===== src/rtl/windowed_cubic_sample_interpolator_defines.svh =====
// Assertion helpers shared by the interpolator RTL
`ifndef WINDOWED_CUBIC_SAMPLE_INTERPOLATOR_DEFINES_SVH
`define WINDOWED_CUBIC_SAMPLE_INTERPOLATOR_DEFINES_SVH

// same-cycle implication
`define WCSI_ASSERT_NOW(lbl, ante, cons, msg) \
	lbl: assert property (@(posedge clk) disable iff (!arst_n) (ante) |-> (cons)) \
		else $error(msg);

// next-cycle implication
`define WCSI_ASSERT_NEXT(lbl, ante, cons, msg) \
	lbl: assert property (@(posedge clk) disable iff (!arst_n) (ante) |=> (cons)) \
		else $error(msg);

`endif


===== src/rtl/wcsi_pkg.sv =====
package wcsi_pkg;

	localparam int RING_DEPTH = 16;
	localparam int IDX_W      = $clog2(RING_DEPTH);
	localparam int CNT_W      = $clog2(RING_DEPTH + 1);
	localparam int MU_W       = 17;
	localparam int COEF_W     = 19;
	localparam int PROD_W     = 37;
	localparam int ACC_W      = 40;

	typedef enum logic [1:0] {
		REQ_ADD   = 2'd0,
		REQ_QUERY = 2'd1,
		REQ_CLEAR = 2'd2
	} req_t;

	typedef enum logic [2:0] {
		QS_EMPTY  = 3'd0,
		QS_BEFORE = 3'd1,
		QS_INTERP = 3'd2,
		QS_AFTER  = 3'd3,
		QS_EQUAL  = 3'd4
	} status_t;

	typedef struct packed {
		logic le;
		logic lt;
	} lane_flags_t;

	typedef struct packed {
		logic signed [COEF_W-1:0] a0;
		logic signed [COEF_W-1:0] a1;
		logic signed [COEF_W-1:0] a2;
	} coef_t;

	function automatic logic [IDX_W-1:0] slot_add(input logic [IDX_W-1:0] a,
			input logic [IDX_W-1:0] b);
		logic [IDX_W:0] s;
		s = {1'b0, a} + {1'b0, b};
		if (s >= (IDX_W+1)'(RING_DEPTH))
			s = s - (IDX_W+1)'(RING_DEPTH);
		return s[IDX_W-1:0];
	endfunction

	function automatic logic signed [15:0] avg16(input logic signed [15:0] a,
			input logic signed [15:0] b);
		logic signed [16:0] s;
		s = 17'(a) + 17'(b);
		return s[16:1];
	endfunction

	function automatic coef_t make_coef(input logic signed [15:0] p0,
			input logic signed [15:0] p1, input logic signed [15:0] p2,
			input logic signed [15:0] p3);
		coef_t c;
		c.a0 = COEF_W'(p3) - COEF_W'(p2) - COEF_W'(p0) + COEF_W'(p1);
		c.a1 = COEF_W'(p0) - COEF_W'(p1) - c.a0;
		c.a2 = COEF_W'(p2) - COEF_W'(p0);
		return c;
	endfunction

	function automatic logic signed [15:0] finish(input logic signed [ACC_W-1:0] acc,
			input logic signed [15:0] p1);
		logic signed [ACC_W-1:0] s;
		s = ((acc + ACC_W'(32768)) >>> 16) + ACC_W'(p1);
		if (s > ACC_W'(32767))
			return 16'sh7fff;
		else if (s < -ACC_W'(32768))
			return 16'sh8000;
		return s[15:0];
	endfunction

endpackage


===== src/rtl/wcsi_lane.sv =====
module wcsi_lane import wcsi_pkg::*; (
	input  logic        clk,
	input  logic [31:0] query_time,
	input  logic [31:0] slot_time,
	output lane_flags_t flags_s1
);

	always_ff @(posedge clk) begin
		flags_s1.le <= query_time <= slot_time;
		flags_s1.lt <= query_time < slot_time;
	end

endmodule


===== src/rtl/wcsi_div.sv =====
module wcsi_div import wcsi_pkg::*; (
	input  logic            clk,
	input  logic            arst_n,
	input  logic            start,
	input  logic [31:0]     num,
	input  logic [31:0]     den,
	output logic            done,
	output logic [MU_W-1:0] quo
);

	localparam int STEP_W = $clog2(MU_W + 1);

	logic              busy_q;
	logic              done_q;
	logic [STEP_W-1:0] step_q;
	logic [32:0]       rem_q;
	logic [MU_W-1:0]   quo_q;
	logic [31:0]       den_q;
	logic              ge;
	logic [32:0]       rem_nx;

	assign ge     = rem_q >= {1'b0, den_q};
	assign rem_nx = ge ? rem_q - {1'b0, den_q} : rem_q;

	always_ff @(posedge clk or negedge arst_n) begin
		if (!arst_n) begin
			busy_q <= 1'b0;
			done_q <= 1'b0;
			step_q <= '0;
		end else begin
			done_q <= 1'b0;
			if (start) begin
				busy_q <= 1'b1;
				step_q <= STEP_W'(MU_W);
			end else if (busy_q) begin
				step_q <= step_q - 1'b1;
				if (step_q == STEP_W'(1)) begin
					busy_q <= 1'b0;
					done_q <= 1'b1;
				end
			end
		end
	end

	always_ff @(posedge clk) begin
		if (start) begin
			rem_q <= {1'b0, num};
			den_q <= den;
			quo_q <= '0;
		end else if (busy_q) begin
			rem_q <= {rem_nx[31:0], 1'b0};
			quo_q <= {quo_q[MU_W-2:0], ge};
		end
	end

	assign done = done_q;
	assign quo  = quo_q;

endmodule


===== src/rtl/windowed_cubic_sample_interpolator.sv =====
// Windowed four-point cubic interpolator over timestamped (x, y) samples.
// Input channel s_*: one transaction per request; s_tuser is the request kind
// (add, query, clear), s_tdata carries time and the sample value.
// Output channel m_*: one transaction per query, with the interpolated value
// and a status code; adds, clears and unknown kinds produce nothing.
// cfg_we/cfg_wdata write the age window; write it only while the block is idle.
// Sixteen compare lanes test the query time against every stored time at
// once; the merge picks the bracketing pair, four single-port reads fetch the
// neighbors, a 17-step serial divider forms mu, and one shared multiplier runs
// eight products in turn.
// A query runs the lane, merge, read, check, divide and multiply states, then
// registers its result (empty ring: merge goes straight to it; outside or
// equal-time cases skip divide and multiply); the next request is taken in the
// cycle m_tvalid rises. An add evicts samples outside the window, then appends; a clear acts on acceptance.
// One request is in work at a time.
// The result waits in an output register; a stalled receiver blocks only the
// next query from finishing, adds and clears are still taken.
// Reset empties the ring, drops any pending result and sets the window to 1.0.
module windowed_cubic_sample_interpolator import wcsi_pkg::*; (
	input  logic        clk,
	input  logic        arst_n,
	input  logic        s_tvalid,
	output logic        s_tready,
	input  logic [63:0] s_tdata,   // sample_time[31:0], sample_x[47:32], sample_y[63:48]
	input  logic [1:0]  s_tuser,   // req_type[1:0]
	output logic        m_tvalid,
	input  logic        m_tready,
	output logic [31:0] m_tdata,   // value_x[15:0], value_y[31:16]
	output logic [2:0]  m_tuser,   // query_status[2:0]
	input  logic        cfg_we,
	input  logic [31:0] cfg_wdata
);

`include "windowed_cubic_sample_interpolator_defines.svh"

	typedef enum logic [10:0] {
		ST_IDLE   = 11'b000_0000_0001,
		ST_NEWEST = 11'b000_0000_0010,
		ST_EVICT  = 11'b000_0000_0100,
		ST_APPEND = 11'b000_0000_1000,
		ST_LANE   = 11'b000_0001_0000,
		ST_MERGE  = 11'b000_0010_0000,
		ST_READ   = 11'b000_0100_0000,
		ST_CHECK  = 11'b000_1000_0000,
		ST_DIV    = 11'b001_0000_0000,
		ST_MUL    = 11'b010_0000_0000,
		ST_DONE   = 11'b100_0000_0000
	} state_t;

	state_t state_q;
	logic [CNT_W-1:0] cnt_q;
	logic [IDX_W-1:0] oldest_q;
	logic [31:0]      win_q;

	logic [31:0]        time_q [RING_DEPTH];
	logic signed [15:0] xs_q   [RING_DEPTH];
	logic signed [15:0] ys_q   [RING_DEPTH];

	logic [31:0]        t_q;
	logic signed [15:0] in_x_q;
	logic signed [15:0] in_y_q;
	logic [31:0]        limit_q;
	logic [IDX_W-1:0]   idx_q [4];
	logic [1:0]         rd_cnt_q;
	status_t            kind_q;
	logic signed [15:0] px_q [4];
	logic signed [15:0] py_q [4];
	logic [31:0]        t1_q;
	logic [31:0]        t2_q;
	logic [MU_W-1:0]    mu_q;
	logic [MU_W-1:0]    mu2_q;
	logic [MU_W-1:0]    mu3_q;
	logic [3:0]         mstep_q;
	logic signed [PROD_W-1:0] prod_s1;
	logic signed [ACC_W-1:0]  acc_x_q;
	logic signed [ACC_W-1:0]  acc_y_q;
	logic signed [15:0] res_x_q;
	logic signed [15:0] res_y_q;
	status_t            res_st_q;
	logic               m_valid_q;
	logic [31:0]        m_data_q;
	status_t            m_st_q;

	logic               s_acc;
	logic [IDX_W-1:0]   rd_log;
	logic [IDX_W-1:0]   rd_slot;
	logic [31:0]        rd_time;
	logic signed [15:0] rd_x;
	logic signed [15:0] rd_y;
	logic [IDX_W-1:0]   newest_log;
	logic               wr_en;
	logic [IDX_W-1:0]   wr_slot;
	logic [31:0]        wr_time;
	logic signed [15:0] wr_x;
	logic signed [15:0] wr_y;

	lane_flags_t        lane_s1 [RING_DEPTH];
	logic [RING_DEPTH-1:0] rot_le;
	logic [RING_DEPTH-1:0] rot_lt;
	logic               hit;
	logic [IDX_W-1:0]   hit_idx;

	logic               div_start;
	logic               div_done;
	logic [MU_W-1:0]    div_quo;

	coef_t              cx;
	coef_t              cy;
	logic [2:0]         op;
	logic signed [COEF_W-1:0] mul_a;
	logic signed [MU_W:0]     mul_b;
	logic               out_free;

	assign s_acc      = s_tvalid && s_tready;
	assign s_tready   = state_q == ST_IDLE;
	assign newest_log = IDX_W'(cnt_q - 1'b1);
	assign out_free   = !m_valid_q || m_tready;

	always_comb begin
		case (state_q)
			ST_NEWEST, ST_APPEND: rd_log = newest_log;
			ST_READ:              rd_log = idx_q[rd_cnt_q];
			default:              rd_log = '0;
		endcase
	end

	assign rd_slot = slot_add(oldest_q, rd_log);
	assign rd_time = time_q[rd_slot];
	assign rd_x    = xs_q[rd_slot];
	assign rd_y    = ys_q[rd_slot];

	// compare lanes, one per physical slot
	for (genvar g = 0; g < RING_DEPTH; g++) begin : g_lane
		wcsi_lane u_lane (
			.clk        (clk),
			.query_time (t_q),
			.slot_time  (time_q[g]),
			.flags_s1   (lane_s1[g])
		);
	end

	// merge: rotate to logical order, find first bracketing entry
	always_comb begin
		hit     = 1'b0;
		hit_idx = '0;
		for (int k = 0; k < RING_DEPTH; k++) begin
			rot_le[k] = lane_s1[slot_add(oldest_q, IDX_W'(k))].le;
			rot_lt[k] = lane_s1[slot_add(oldest_q, IDX_W'(k))].lt;
		end
		for (int k = RING_DEPTH - 1; k >= 1; k--) begin
			if (rot_le[k] && (CNT_W'(k) < cnt_q)) begin
				hit     = 1'b1;
				hit_idx = IDX_W'(k);
			end
		end
	end

	// append / average writes
	always_comb begin
		wr_en   = 1'b0;
		wr_slot = rd_slot;
		wr_time = t_q;
		wr_x    = in_x_q;
		wr_y    = in_y_q;
		if (state_q == ST_APPEND) begin
			wr_en = 1'b1;
			if (cnt_q != '0 && rd_time == t_q) begin
				wr_x = avg16(rd_x, in_x_q);
				wr_y = avg16(rd_y, in_y_q);
			end else if (cnt_q == CNT_W'(RING_DEPTH)) begin
				wr_slot = oldest_q;
			end else begin
				wr_slot = slot_add(oldest_q, IDX_W'(cnt_q));
			end
		end
	end

	always_ff @(posedge clk) begin
		if (wr_en) begin
			time_q[wr_slot] <= wr_time;
			xs_q[wr_slot]   <= wr_x;
			ys_q[wr_slot]   <= wr_y;
		end
	end

	assign div_start = state_q == ST_CHECK && kind_q == QS_INTERP && t1_q != t2_q;

	wcsi_div u_div (
		.clk    (clk),
		.arst_n (arst_n),
		.start  (div_start),
		.num    (t_q - t1_q),
		.den    (t2_q - t1_q),
		.done   (div_done),
		.quo    (div_quo)
	);

	assign cx = make_coef(px_q[0], px_q[1], px_q[2], px_q[3]);
	assign cy = make_coef(py_q[0], py_q[1], py_q[2], py_q[3]);
	assign op = mstep_q[3:1];

	always_comb begin
		case (op)
			3'd0:    begin mul_a = COEF_W'(mu_q); mul_b = {1'b0, mu_q};  end
			3'd1:    begin mul_a = COEF_W'(mu_q); mul_b = {1'b0, mu2_q}; end
			3'd2:    begin mul_a = cx.a0;         mul_b = {1'b0, mu3_q}; end
			3'd3:    begin mul_a = cx.a1;         mul_b = {1'b0, mu2_q}; end
			3'd4:    begin mul_a = cx.a2;         mul_b = {1'b0, mu_q};  end
			3'd5:    begin mul_a = cy.a0;         mul_b = {1'b0, mu3_q}; end
			3'd6:    begin mul_a = cy.a1;         mul_b = {1'b0, mu2_q}; end
			default: begin mul_a = cy.a2;         mul_b = {1'b0, mu_q};  end
		endcase
	end

	always_ff @(posedge clk) begin
		if (state_q == ST_MUL && !mstep_q[0])
			prod_s1 <= PROD_W'(mul_a) * PROD_W'(mul_b);
	end

	// control
	always_ff @(posedge clk or negedge arst_n) begin
		if (!arst_n) begin
			state_q   <= ST_IDLE;
			cnt_q     <= '0;
			oldest_q  <= '0;
			win_q     <= 32'h0001_0000;
			m_valid_q <= 1'b0;
			rd_cnt_q  <= '0;
			mstep_q   <= '0;
		end else begin
			if (cfg_we)
				win_q <= cfg_wdata;
			if (m_valid_q && m_tready && state_q != ST_DONE)
				m_valid_q <= 1'b0;
			unique case (state_q)
				ST_IDLE: begin
					if (s_acc) begin
						case (s_tuser)
							REQ_ADD:   state_q <= ST_NEWEST;
							REQ_QUERY: state_q <= ST_LANE;
							REQ_CLEAR: begin
								cnt_q    <= '0;
								oldest_q <= '0;
							end
							default: ;
						endcase
					end
				end
				ST_NEWEST: begin
					if (cnt_q != '0 && rd_time >= win_q)
						state_q <= ST_EVICT;
					else
						state_q <= ST_APPEND;
				end
				ST_EVICT: begin
					if (cnt_q != '0 && rd_time < limit_q) begin
						oldest_q <= slot_add(oldest_q, IDX_W'(1));
						cnt_q    <= cnt_q - 1'b1;
					end else begin
						state_q <= ST_APPEND;
					end
				end
				ST_APPEND: begin
					state_q <= ST_IDLE;
					if (!(cnt_q != '0 && rd_time == t_q)) begin
						if (cnt_q == CNT_W'(RING_DEPTH))
							oldest_q <= slot_add(oldest_q, IDX_W'(1));
						else
							cnt_q <= cnt_q + 1'b1;
					end
				end
				ST_LANE: state_q <= ST_MERGE;
				ST_MERGE: begin
					rd_cnt_q <= '0;
					state_q  <= (cnt_q == '0) ? ST_DONE : ST_READ;
				end
				ST_READ: begin
					rd_cnt_q <= rd_cnt_q + 1'b1;
					if (rd_cnt_q == 2'd3)
						state_q <= ST_CHECK;
				end
				ST_CHECK: begin
					state_q <= div_start ? ST_DIV : ST_DONE;
				end
				ST_DIV: begin
					mstep_q <= '0;
					if (div_done)
						state_q <= ST_MUL;
				end
				ST_MUL: begin
					mstep_q <= mstep_q + 1'b1;
					if (mstep_q == 4'd15)
						state_q <= ST_DONE;
				end
				ST_DONE: begin
					if (out_free) begin
						m_valid_q <= 1'b1;
						state_q   <= ST_IDLE;
					end
				end
				default: state_q <= ST_IDLE;
			endcase
		end
	end

	// datapath registers
	always_ff @(posedge clk) begin
		if (s_acc) begin
			t_q    <= s_tdata[31:0];
			in_x_q <= s_tdata[47:32];
			in_y_q <= s_tdata[63:48];
		end
		if (state_q == ST_NEWEST)
			limit_q <= rd_time - win_q;
		if (state_q == ST_MERGE) begin
			res_x_q  <= '0;
			res_y_q  <= '0;
			res_st_q <= QS_EMPTY;
			if (rot_lt[0]) begin
				kind_q <= QS_BEFORE;
				for (int i = 0; i < 4; i++)
					idx_q[i] <= '0;
			end else if (!hit) begin
				kind_q <= QS_AFTER;
				for (int i = 0; i < 4; i++)
					idx_q[i] <= newest_log;
			end else begin
				kind_q   <= QS_INTERP;
				idx_q[1] <= hit_idx - 1'b1;
				idx_q[2] <= hit_idx;
				idx_q[0] <= (hit_idx > IDX_W'(1)) ? hit_idx - IDX_W'(2) : hit_idx - 1'b1;
				idx_q[3] <= (CNT_W'(hit_idx) < cnt_q - 1'b1) ? hit_idx + 1'b1 : hit_idx;
			end
		end
		if (state_q == ST_READ) begin
			px_q[rd_cnt_q] <= rd_x;
			py_q[rd_cnt_q] <= rd_y;
			if (rd_cnt_q == 2'd1)
				t1_q <= rd_time;
			if (rd_cnt_q == 2'd2)
				t2_q <= rd_time;
		end
		if (state_q == ST_CHECK) begin
			if (kind_q != QS_INTERP) begin
				res_x_q  <= px_q[1];
				res_y_q  <= py_q[1];
				res_st_q <= kind_q;
			end else if (t1_q == t2_q) begin
				res_x_q  <= avg16(px_q[1], px_q[2]);
				res_y_q  <= avg16(py_q[1], py_q[2]);
				res_st_q <= QS_EQUAL;
			end
		end
		if (state_q == ST_DIV && div_done)
			mu_q <= div_quo;
		if (state_q == ST_MUL && mstep_q[0]) begin
			case (op)
				3'd0:    mu2_q   <= prod_s1[32:16];
				3'd1:    mu3_q   <= prod_s1[32:16];
				3'd2:    acc_x_q <= ACC_W'(prod_s1);
				3'd3,
				3'd4:    acc_x_q <= acc_x_q + ACC_W'(prod_s1);
				3'd5:    acc_y_q <= ACC_W'(prod_s1);
				default: acc_y_q <= acc_y_q + ACC_W'(prod_s1);
			endcase
		end
		if (state_q == ST_MUL && mstep_q == 4'd15) begin
			res_x_q  <= finish(acc_x_q, px_q[1]);
			res_y_q  <= finish(acc_y_q + ACC_W'(prod_s1), py_q[1]);
			res_st_q <= QS_INTERP;
		end
		if (state_q == ST_DONE && out_free) begin
			m_data_q <= {res_y_q, res_x_q};
			m_st_q   <= res_st_q;
		end
	end

	assign m_tvalid = m_valid_q;
	assign m_tdata  = m_data_q;
	assign m_tuser  = m_st_q;

	`WCSI_ASSERT_NOW(a_cnt_range, 1'b1, cnt_q <= CNT_W'(RING_DEPTH),
		"sample count beyond ring depth")
	`WCSI_ASSERT_NOW(a_div_done_state, div_done, state_q == ST_DIV,
		"divider finished outside the divide step")
	`WCSI_ASSERT_NOW(a_result_source, $rose(m_tvalid), $past(state_q == ST_DONE),
		"result raised without a finished query")
	`WCSI_ASSERT_NEXT(a_add_no_result, s_acc && s_tuser == REQ_ADD, state_q == ST_NEWEST,
		"add request did not start the newest-time lookup")

endmodule

===== config.mk =====
export PLATFORM = sky130hd
export DESIGN_NAME = windowed_cubic_sample_interpolator
export DESIGN_NICKNAME = d
export VERILOG_FILES = /design/src/rtl/wcsi_pkg.sv /design/src/rtl/wcsi_lane.sv /design/src/rtl/wcsi_div.sv /design/src/rtl/windowed_cubic_sample_interpolator.sv
export VERILOG_INCLUDE_DIRS = /design/src /design/src/rtl
export SDC_FILE = /design/constraint.sdc
export NUM_CORES = 2
export LEC_CHECK = 0
export ABC_CLOCK_PERIOD_IN_PS = 17200
export BUFFER_PORTS_ARGS = -buffer_cell sky130_fd_sc_hd__clkbuf_2
export CAP_MARGIN = 10
export CORE_MARGIN = 3
export CORE_UTILIZATION = 45
export CTS_BUF_LIST = sky130_fd_sc_hd__clkbuf_4
export DETAILED_ROUTE_END_ITERATION = 16
export SLEW_MARGIN = 10
export SYNTH_ARGS = -nofsm -noshare
export SYNTH_HDL_FRONTEND = slang
export SYNTH_SLANG_ARGS = --single-unit

===== constraint.sdc =====
create_clock -name clk -period 17.2 [get_ports clk]
set_input_delay 1.72 -clock clk [delete_from_list [all_inputs] [get_ports clk]]
set_output_delay 1.72 -clock clk [all_outputs]
set_load 0.1 [all_outputs]

# Word level (Yosys, flattened, before mapping)
# Memories as Yosys holds them, arrays and structs flattened.
# Index checks and enable logic that the tools add are counted.
[totals] regBits=581 ramBits=1168 out_inout_bits=37 word_cells=553 memories=6
[op_classes] addsub=69 n_mul=1 magnitude_cmp=90 n_eq_ne=43 n_mux=200 bitwise=25 reduce_logical=55
[mem_list] name="time_q" words=16 width=32 rd=17 rd_clocked_by_memory_dff=0 write_ports=1 line_no="windowed_cubic_sample_interpolator.sv:55" text="logic [31:0] time_q [RING_DEPTH];"
[mem_list] name="xs_q" words=16 width=16 rd=1 rd_clocked_by_memory_dff=0 write_ports=1 line_no="windowed_cubic_sample_interpolator.sv:56" text="logic signed [15:0] xs_q [RING_DEPTH];"
[mem_list] name="ys_q" words=16 width=16 rd=1 rd_clocked_by_memory_dff=0 write_ports=1 line_no="windowed_cubic_sample_interpolator.sv:57" text="logic signed [15:0] ys_q [RING_DEPTH];"
[mem_list] name="px_q" words=4 width=16 rd=4 rd_clocked_by_memory_dff=0 write_ports=1 line_no="windowed_cubic_sample_interpolator.sv:66" text="logic signed [15:0] px_q [4];"
[mem_list] name="py_q" words=4 width=16 rd=4 rd_clocked_by_memory_dff=0 write_ports=1 line_no="windowed_cubic_sample_interpolator.sv:67" text="logic signed [15:0] py_q [4];"
[mem_list] name="idx_q" words=4 width=4 rd=1 rd_clocked_by_memory_dff=0 write_ports=4 line_no="windowed_cubic_sample_interpolator.sv:63" text="logic [IDX_W-1:0] idx_q [4];"
[ops] cell="32-bit less-than comparator" n=17
[ops] cell="32-bit <= comparator" n=16
[ops] cell="16-bit 2-to-1 mux" n=20
[ops] cell="4-bit 2-to-1 mux" n=52
[ops] cell="5-bit >= comparator (second input constant)" n=33
[ops] cell="40-bit one-hot mux with 2 select lines" n=2
[ops] cell="2-bit binary-select mux with 4-bit select" n=16
[ops] cell="32-bit subtractor" n=4
[ops] cell="19-bit one-hot mux with 6 select lines" n=1
[ops] cell="11-bit one-hot mux with 10 select lines" n=1
[ops] cell="16-bit by 16-bit subtractor with 17-bit output" n=6
[ops] cell="32-bit 2-to-1 mux" n=3
[ops] cell="11-bit 2-to-1 mux" n=8
[ops] cell="40-bit by 17-bit adder with 40-bit output (second input constant)" n=2
[ops] cell="40-bit by 37-bit adder with 40-bit output" n=2
[ops] cell="4-bit inverter with 5-bit output" n=16
[ops] cell="4-bit by 1-bit subtractor with 4-bit output (second input constant)" n=19
[ops] cell="16-bit by 16-bit adder with 17-bit output" n=4
[ops] cell="32-bit equality test" n=2
[ops] cell="2-bit 2-to-1 mux" n=30
[ops] cell="24-bit by 16-bit adder with 25-bit output" n=2
[ops] cell="25-bit by 16-bit > comparator with 1-bit output (second input constant)" n=2
[ops] cell="25-bit by 16-bit less-than comparator with 1-bit output (second input constant)" n=2
[ops] cell="1-bit 2-to-1 mux" n=49
[ops] cell="73 further kinds" n=174

# Depth between registers and ports, before layout
[depth] depth_word=29 ltp_mapped=53

# Cells and area by module
# Synthesis repeated with hierarchy kept, for this count alone.
[unflattened] cells_unflattened=10459 hier_area_um2=118015.7
[modules_own_cells] mod="windowed_cubic_sample_interpolator" n_inst=1 cells_per_inst=8001 area_each_um2=98868.6 seq_area_each_um2=48213.7
[modules_own_cells] mod="wcsi_lane" n_inst=16 cells_per_inst=118 area_each_um2=850.8 seq_area_each_um2=40.0
[modules_own_cells] mod="wcsi_div" n_inst=1 cells_per_inst=570 area_each_um2=5534.1 seq_area_each_um2=2457.4

# Worst setup path before layout
# No wires, ideal clock.
[synth_path] kind="reg2reg" start="register state_q[4]" end="memory time_q[2][0], enable pin" arrival_time_ps=12424 required_ps=16539 path_slack_ps=4115 stages_incl_launch_ff=20 synth_period_minus_slack_ps=13085 path_cell_list="dfrtp_1 -> or4_4 -> nor4_1 -> and3_1 -> nor2_1 -> o21ai_0 -> ha_1 -> inv_1 -> fa_1 -> buf_2 -> buf_1 -> buf_2 -> mux4_2 -> mux2i_1 -> mux2i_1 -> xnor2_1 -> nand4_1 -> nor4_2 -> a31oi_1 -> o41ai_1"
[synth_between] elab_chain_len=11 word_cells_on_any_way=17
[synth_rtl] element="start: declaration" line_no="windowed_cubic_sample_interpolator.sv:50" text="state_t state_q;"
[synth_rtl] element="start signal: assignment" line_no="windowed_cubic_sample_interpolator.sv:275" text="state_q <= (cnt_q == '0) ? ST_DONE : ST_READ;"
[synth_rtl] element="start signal: assignment" line_no="windowed_cubic_sample_interpolator.sv:283" text="state_q <= div_start ? ST_DIV : ST_DONE;"
[synth_rtl] element="11-bit by 4-bit equality test with 1-bit output / 11-bit by 2-bit equality test with 1-bit output (equally long branches)" line_no="windowed_cubic_sample_interpolator.sv:120" text="case (state_q)"
[synth_rtl] element="2-bit OR reduction" line_no="windowed_cubic_sample_interpolator.sv:120"
[synth_rtl] element="4-bit one-hot mux with 2 select lines (*)" line_no="windowed_cubic_sample_interpolator.sv:120"
[synth_rtl] element="4-bit by 4-bit adder with 5-bit output (*)" line_no="wcsi_pkg.sv:39" text="s = {1'b0, a} + {1'b0, b};"
[synth_rtl] element="4-bit by 1-bit subtractor with 4-bit output / 5-bit >= comparator (equally long branches)" line_no="wcsi_pkg.sv:41, wcsi_pkg.sv:40"
[synth_rtl] element="4-bit 2-to-1 mux (*)" line_no="wcsi_pkg.sv:40" text="if (s >= (IDX_W+1)'(RING_DEPTH))"
[synth_rtl] element="memory 16 x 32 bit (*)"
[synth_rtl] element="via rd_time[11]" line_no="windowed_cubic_sample_interpolator.sv:87" text="logic [31:0] rd_time;"
[synth_rtl] element="32-bit equality test (*)" line_no="windowed_cubic_sample_interpolator.sv:167" text="if (cnt_q != '0 && rd_time == t_q) begin"
[synth_rtl] element="1-bit logical AND (*)" line_no="windowed_cubic_sample_interpolator.sv:167"
[synth_rtl] element="4-bit 2-to-1 mux (*)" line_no="windowed_cubic_sample_interpolator.sv:167"
[synth_rtl] element="4-bit 2-to-1 mux (*)" line_no="windowed_cubic_sample_interpolator.sv:165" text="if (state_q == ST_APPEND) begin"
[synth_rtl] element="end: declaration" line_no="windowed_cubic_sample_interpolator.sv:55"
# Mark *: on every way through the listed nets, which the timed path passes. The rest lies on a longest branch.

==> flow_summary.json <==
{
  "fin_crit_sh": 0.793,
  "ys.flop_type": "edfxtp_1",
  "grt_usage": 0.267,
  "via_per_inst": 5.76,
  "yosysWarnings": 0,
  "clk_latency_ns": 1.42,
  "syn_area_per_cell_um2": 11.4,
  "die_w_um": 515,
  "setup_viol": 0,
  "synth_compound_area_frac": 0.108,
  "drtIter0Drc": 7870,
  "overflow": 0,
  "cts_made_buffers": 476,
  "die_h_um": 515,
  "grt_pass1_vias": 84400,
  "clock_path_buffers": 4,
  "ys_types": 95,
  "h-tree-depth": 5,
  "slowest_stage": "fa_1",
  "post_cts_buffers": 0,
  "synth_seq_cells": 1748,
  "dpl_cell_area_mm2": 0.123,
  "core_area_mm2": 0.258,
  "synth_nets": 11900,
  "period_needed_ns": 13.65,
  "syn_to_final_growth_pct": 10.4,
  "dr_total_vias": 83900,
  "slew_violations": 0,
  "netlist_instances": 10200,
  "drt-total-wl_um": 358000,
  "relSlewSlack": 0.136,
  "synth-edff-count": 1597,
  "routedWlPerCell_um": 24.6,
  "clock-sinks": 1748,
  "netlist.top_cell.by_area": "edfxtp_1",
  "hold_slack_ns": 0.248,
  "gp_congestion": 0.967,
  "dp.final_hpwl_um": 259000,
  "p_per_area_mw_per_mm2": 111,
  "endpoint_kind": "register",
  "reg2reg_depth": 50,
  "cts_hold_buffers": 0,
  "slowest_delay_ns": 0.76,
  "vdd_ir_drop_max_uv": 115,
  "crit_arrival_ns": 14.68,
  "yosys.area_share.simple": 0.0956,
  "fin_area_mm2": 0.129,
  "rsz0062_at_grt": "false",
  "synth_top_cell_area_share": 0.411,
  "die-area_mm2": 0.266,
  "power.leakage_nw": 53.7,
  "layout-drive-gt1-share": 0.139,
  "setup_tns_ns": 0,
  "synthTopCellsByArea": "edfxtp_1 41%, ha_1 12%, fa_1 7.5%",
  "synth_top_family_by_area": "adder cells",
  "critPathMaxFanout": 14,
  "synthAdderAreaFrac": 0.196,
  "worstSetupPathType": "reg -> reg",
  "synth.area.mux_share": 0.0726,
  "finish.utilization": 0.501,
  "cts_resized": 0,
  "ant_nets": 0,
  "synthesis.area_mm2": 0.117,
  "final_cell_mix": "1597 x edfxtp_1, 1370 x inv_1, 1122 x ha_1",
  "synth_xor_area_frac": 0.0364,
  "grt_max_degree": 131,
  "fin_skew_ns": 0.187,
  "worstMarginPinSlew_ns": 1.26,
  "finalNetCount": 12400,
  "fmax_mhz": 73.3,
  "port_buffers": 139,
  "ys_seq_area_frac": 0.439,
  "mostFrequentLayoutCell": "edfxtp_1",
  "async_flop_share": 0.0378,
  "final-hold-violation-count": 0,
  "drc": 0,
  "num-fill-cells": 23000,
  "crit_path_start_kind": "register",
  "boundaryPins": 140,
  "cpMostUsedCell": "fa_1",
  "initial_utilization": 0.453,
  "cts_tree": "built",
  "status": "complete, no violations",
  "firstDrtPassIters": 12,
  "clkTransAtPathRegs_ns": 0.08,
  "antenna_found_initial": 20,
  "hp-class": "in -> async",
  "cap_violations": 0,
  "required_ns": 18.23,
  "cts_root_buffer": "clkbuf_4",
  "grt_pass1_wl_um": 533000,
  "row_count": 186
}
cells by family after synthesis:
kind of cell,after synthesis
muxes,478
and+or+nand+nor,2314
xor gates and xnor gates,483
adders and majority gates,1562
AOI/OAI and AO/OA,2005
buffers and inverters,1635
DFF,1748
power breakdown:
group / total [mW] / internal [mW] / switching, mW
clock network: 3.81 / 1.95 / 1.86
logic: 5.27 / 2.05 / 3.22
registers: 5.20 / 5.09 / 0.106
total: 14.3 / 9.09 / 5.18
area by class of cell:
| class | instances | area, µm² | area share |
|---|---|---|---|
| Antenna cell | 8 | 20.0 | 0.000155 |
| Clock buffer | 708 | 5320 | 0.0412 |
| Sequential cell | 1748 | 51300 | 0.398 |
| Inverter | 1373 | 5150 | 0.0400 |
| Multi-Input combinational cell | 6842 | 59800 | 0.464 |
| Clock inverter | 166 | 890 | 0.00690 |
| Tap cell | 3384 | 4230 | 0.0328 |
| Timing Repair Buffer | 335 | 2230 | 0.0173 |
per-stage QoR:
step | power (mW) | instances | worst slack [ns]
after floorplan | 8.77 | 10200 | 4.12
after global placement | 10.4 | 13700 | 3.71
after detailed placement | 10.5 | 13700 | 3.81
after CTS | 14.3 | 14600 | 3.55
after global routing | 15.1 | 14600 | 2.66
final | 14.3 | 14600 | 3.55
layer usage:
metal	wire [µm]	GRT usage	up-vias
li1	-	-	38200
met1	153000	0.367	41700
met2	163000	0.425	3201
met3	27000	0.0435	698
met4	14900	0.104	18
met5	113	0	-
cell usage after synthesis, types with 20 or more instances:
| library cell | instances |
|---|---|
| a211oi_1 | 82 |
| a21boi_0 | 32 |
| a21o_1 | 176 |
| a21oi_1 | 634 |
| a221o_1 | 31 |
| a22oi_1 | 23 |
| a31oi_1 | 51 |
| and2_1 | 62 |
| and3_1 | 63 |
| buf_1 | 39 |
| buf_2 | 20 |
| clkbuf_1 | 198 |
| dfrtp_1 | 64 |
| dfxtp_1 | 85 |
| edfxtp_1 | 1597 |
| fa_1 | 439 |
| ha_1 | 1123 |
| inv_1 | 1372 |
| mux2i_1 | 165 |
| mux4_2 | 293 |
| nand2_1 | 668 |
| nand2b_1 | 170 |
| nand3_1 | 141 |
| nand4_1 | 159 |
| nor2_1 | 574 |
| nor2b_1 | 212 |
| nor3_1 | 123 |
| nor4_1 | 25 |
| o211ai_1 | 33 |
| o21a_1 | 95 |
| o21ai_0 | 491 |
| o21bai_1 | 47 |
| o221ai_1 | 21 |
| o22ai_1 | 27 |
| o31ai_1 | 46 |
| or2_2 | 26 |
| or3_1 | 36 |
| xnor2_1 | 315 |
| xor2_1 | 167 |
registers in the layout, summed over array words and instances (netlist names), 33 cells and up:
| signal | cells |
|---|---|
| time_q | 512 |
| xs_q | 256 |
| ys_q | 256 |
| px_q | 64 |
| py_q | 64 |
| acc_x_q | 40 |
| acc_y_q | 40 |
| prod_s1 | 37 |
| u_div.rem_q | 33 |
critical path, delay by kind of cell, from the launching register on:
kind / cells / cell delay (ns)
adders and majority gates: 13 / 6.16
AOI/OAI and AO/OA: 20 / 4.53
and+or+nand+nor: 6 / 1.16
buffers and inverters: 8 / 0.56
xor gates and xnor gates: 3 / 0.44
DFF: 1 / 0.37
path summary, 6_finish.rpt:
kind / start / to / slack, ns
worst max-delay path: px_q[2][0] / prod_s1[35] / 3.55
worst max register to register: px_q[2][0] / prod_s1[35] / 3.55
worst min register to register: res_x_q[7] / m_tdata[7] / 0.42
min in group clk: res_x_q[7] / m_tdata[7] / 0.42
worst min-delay path: arst_n / win_q[24] / 0.25
max in group asynchronous: arst_n / u_div.step_q[4] / 15.94
Note: power is estimated with default switching activity, not from simulation.
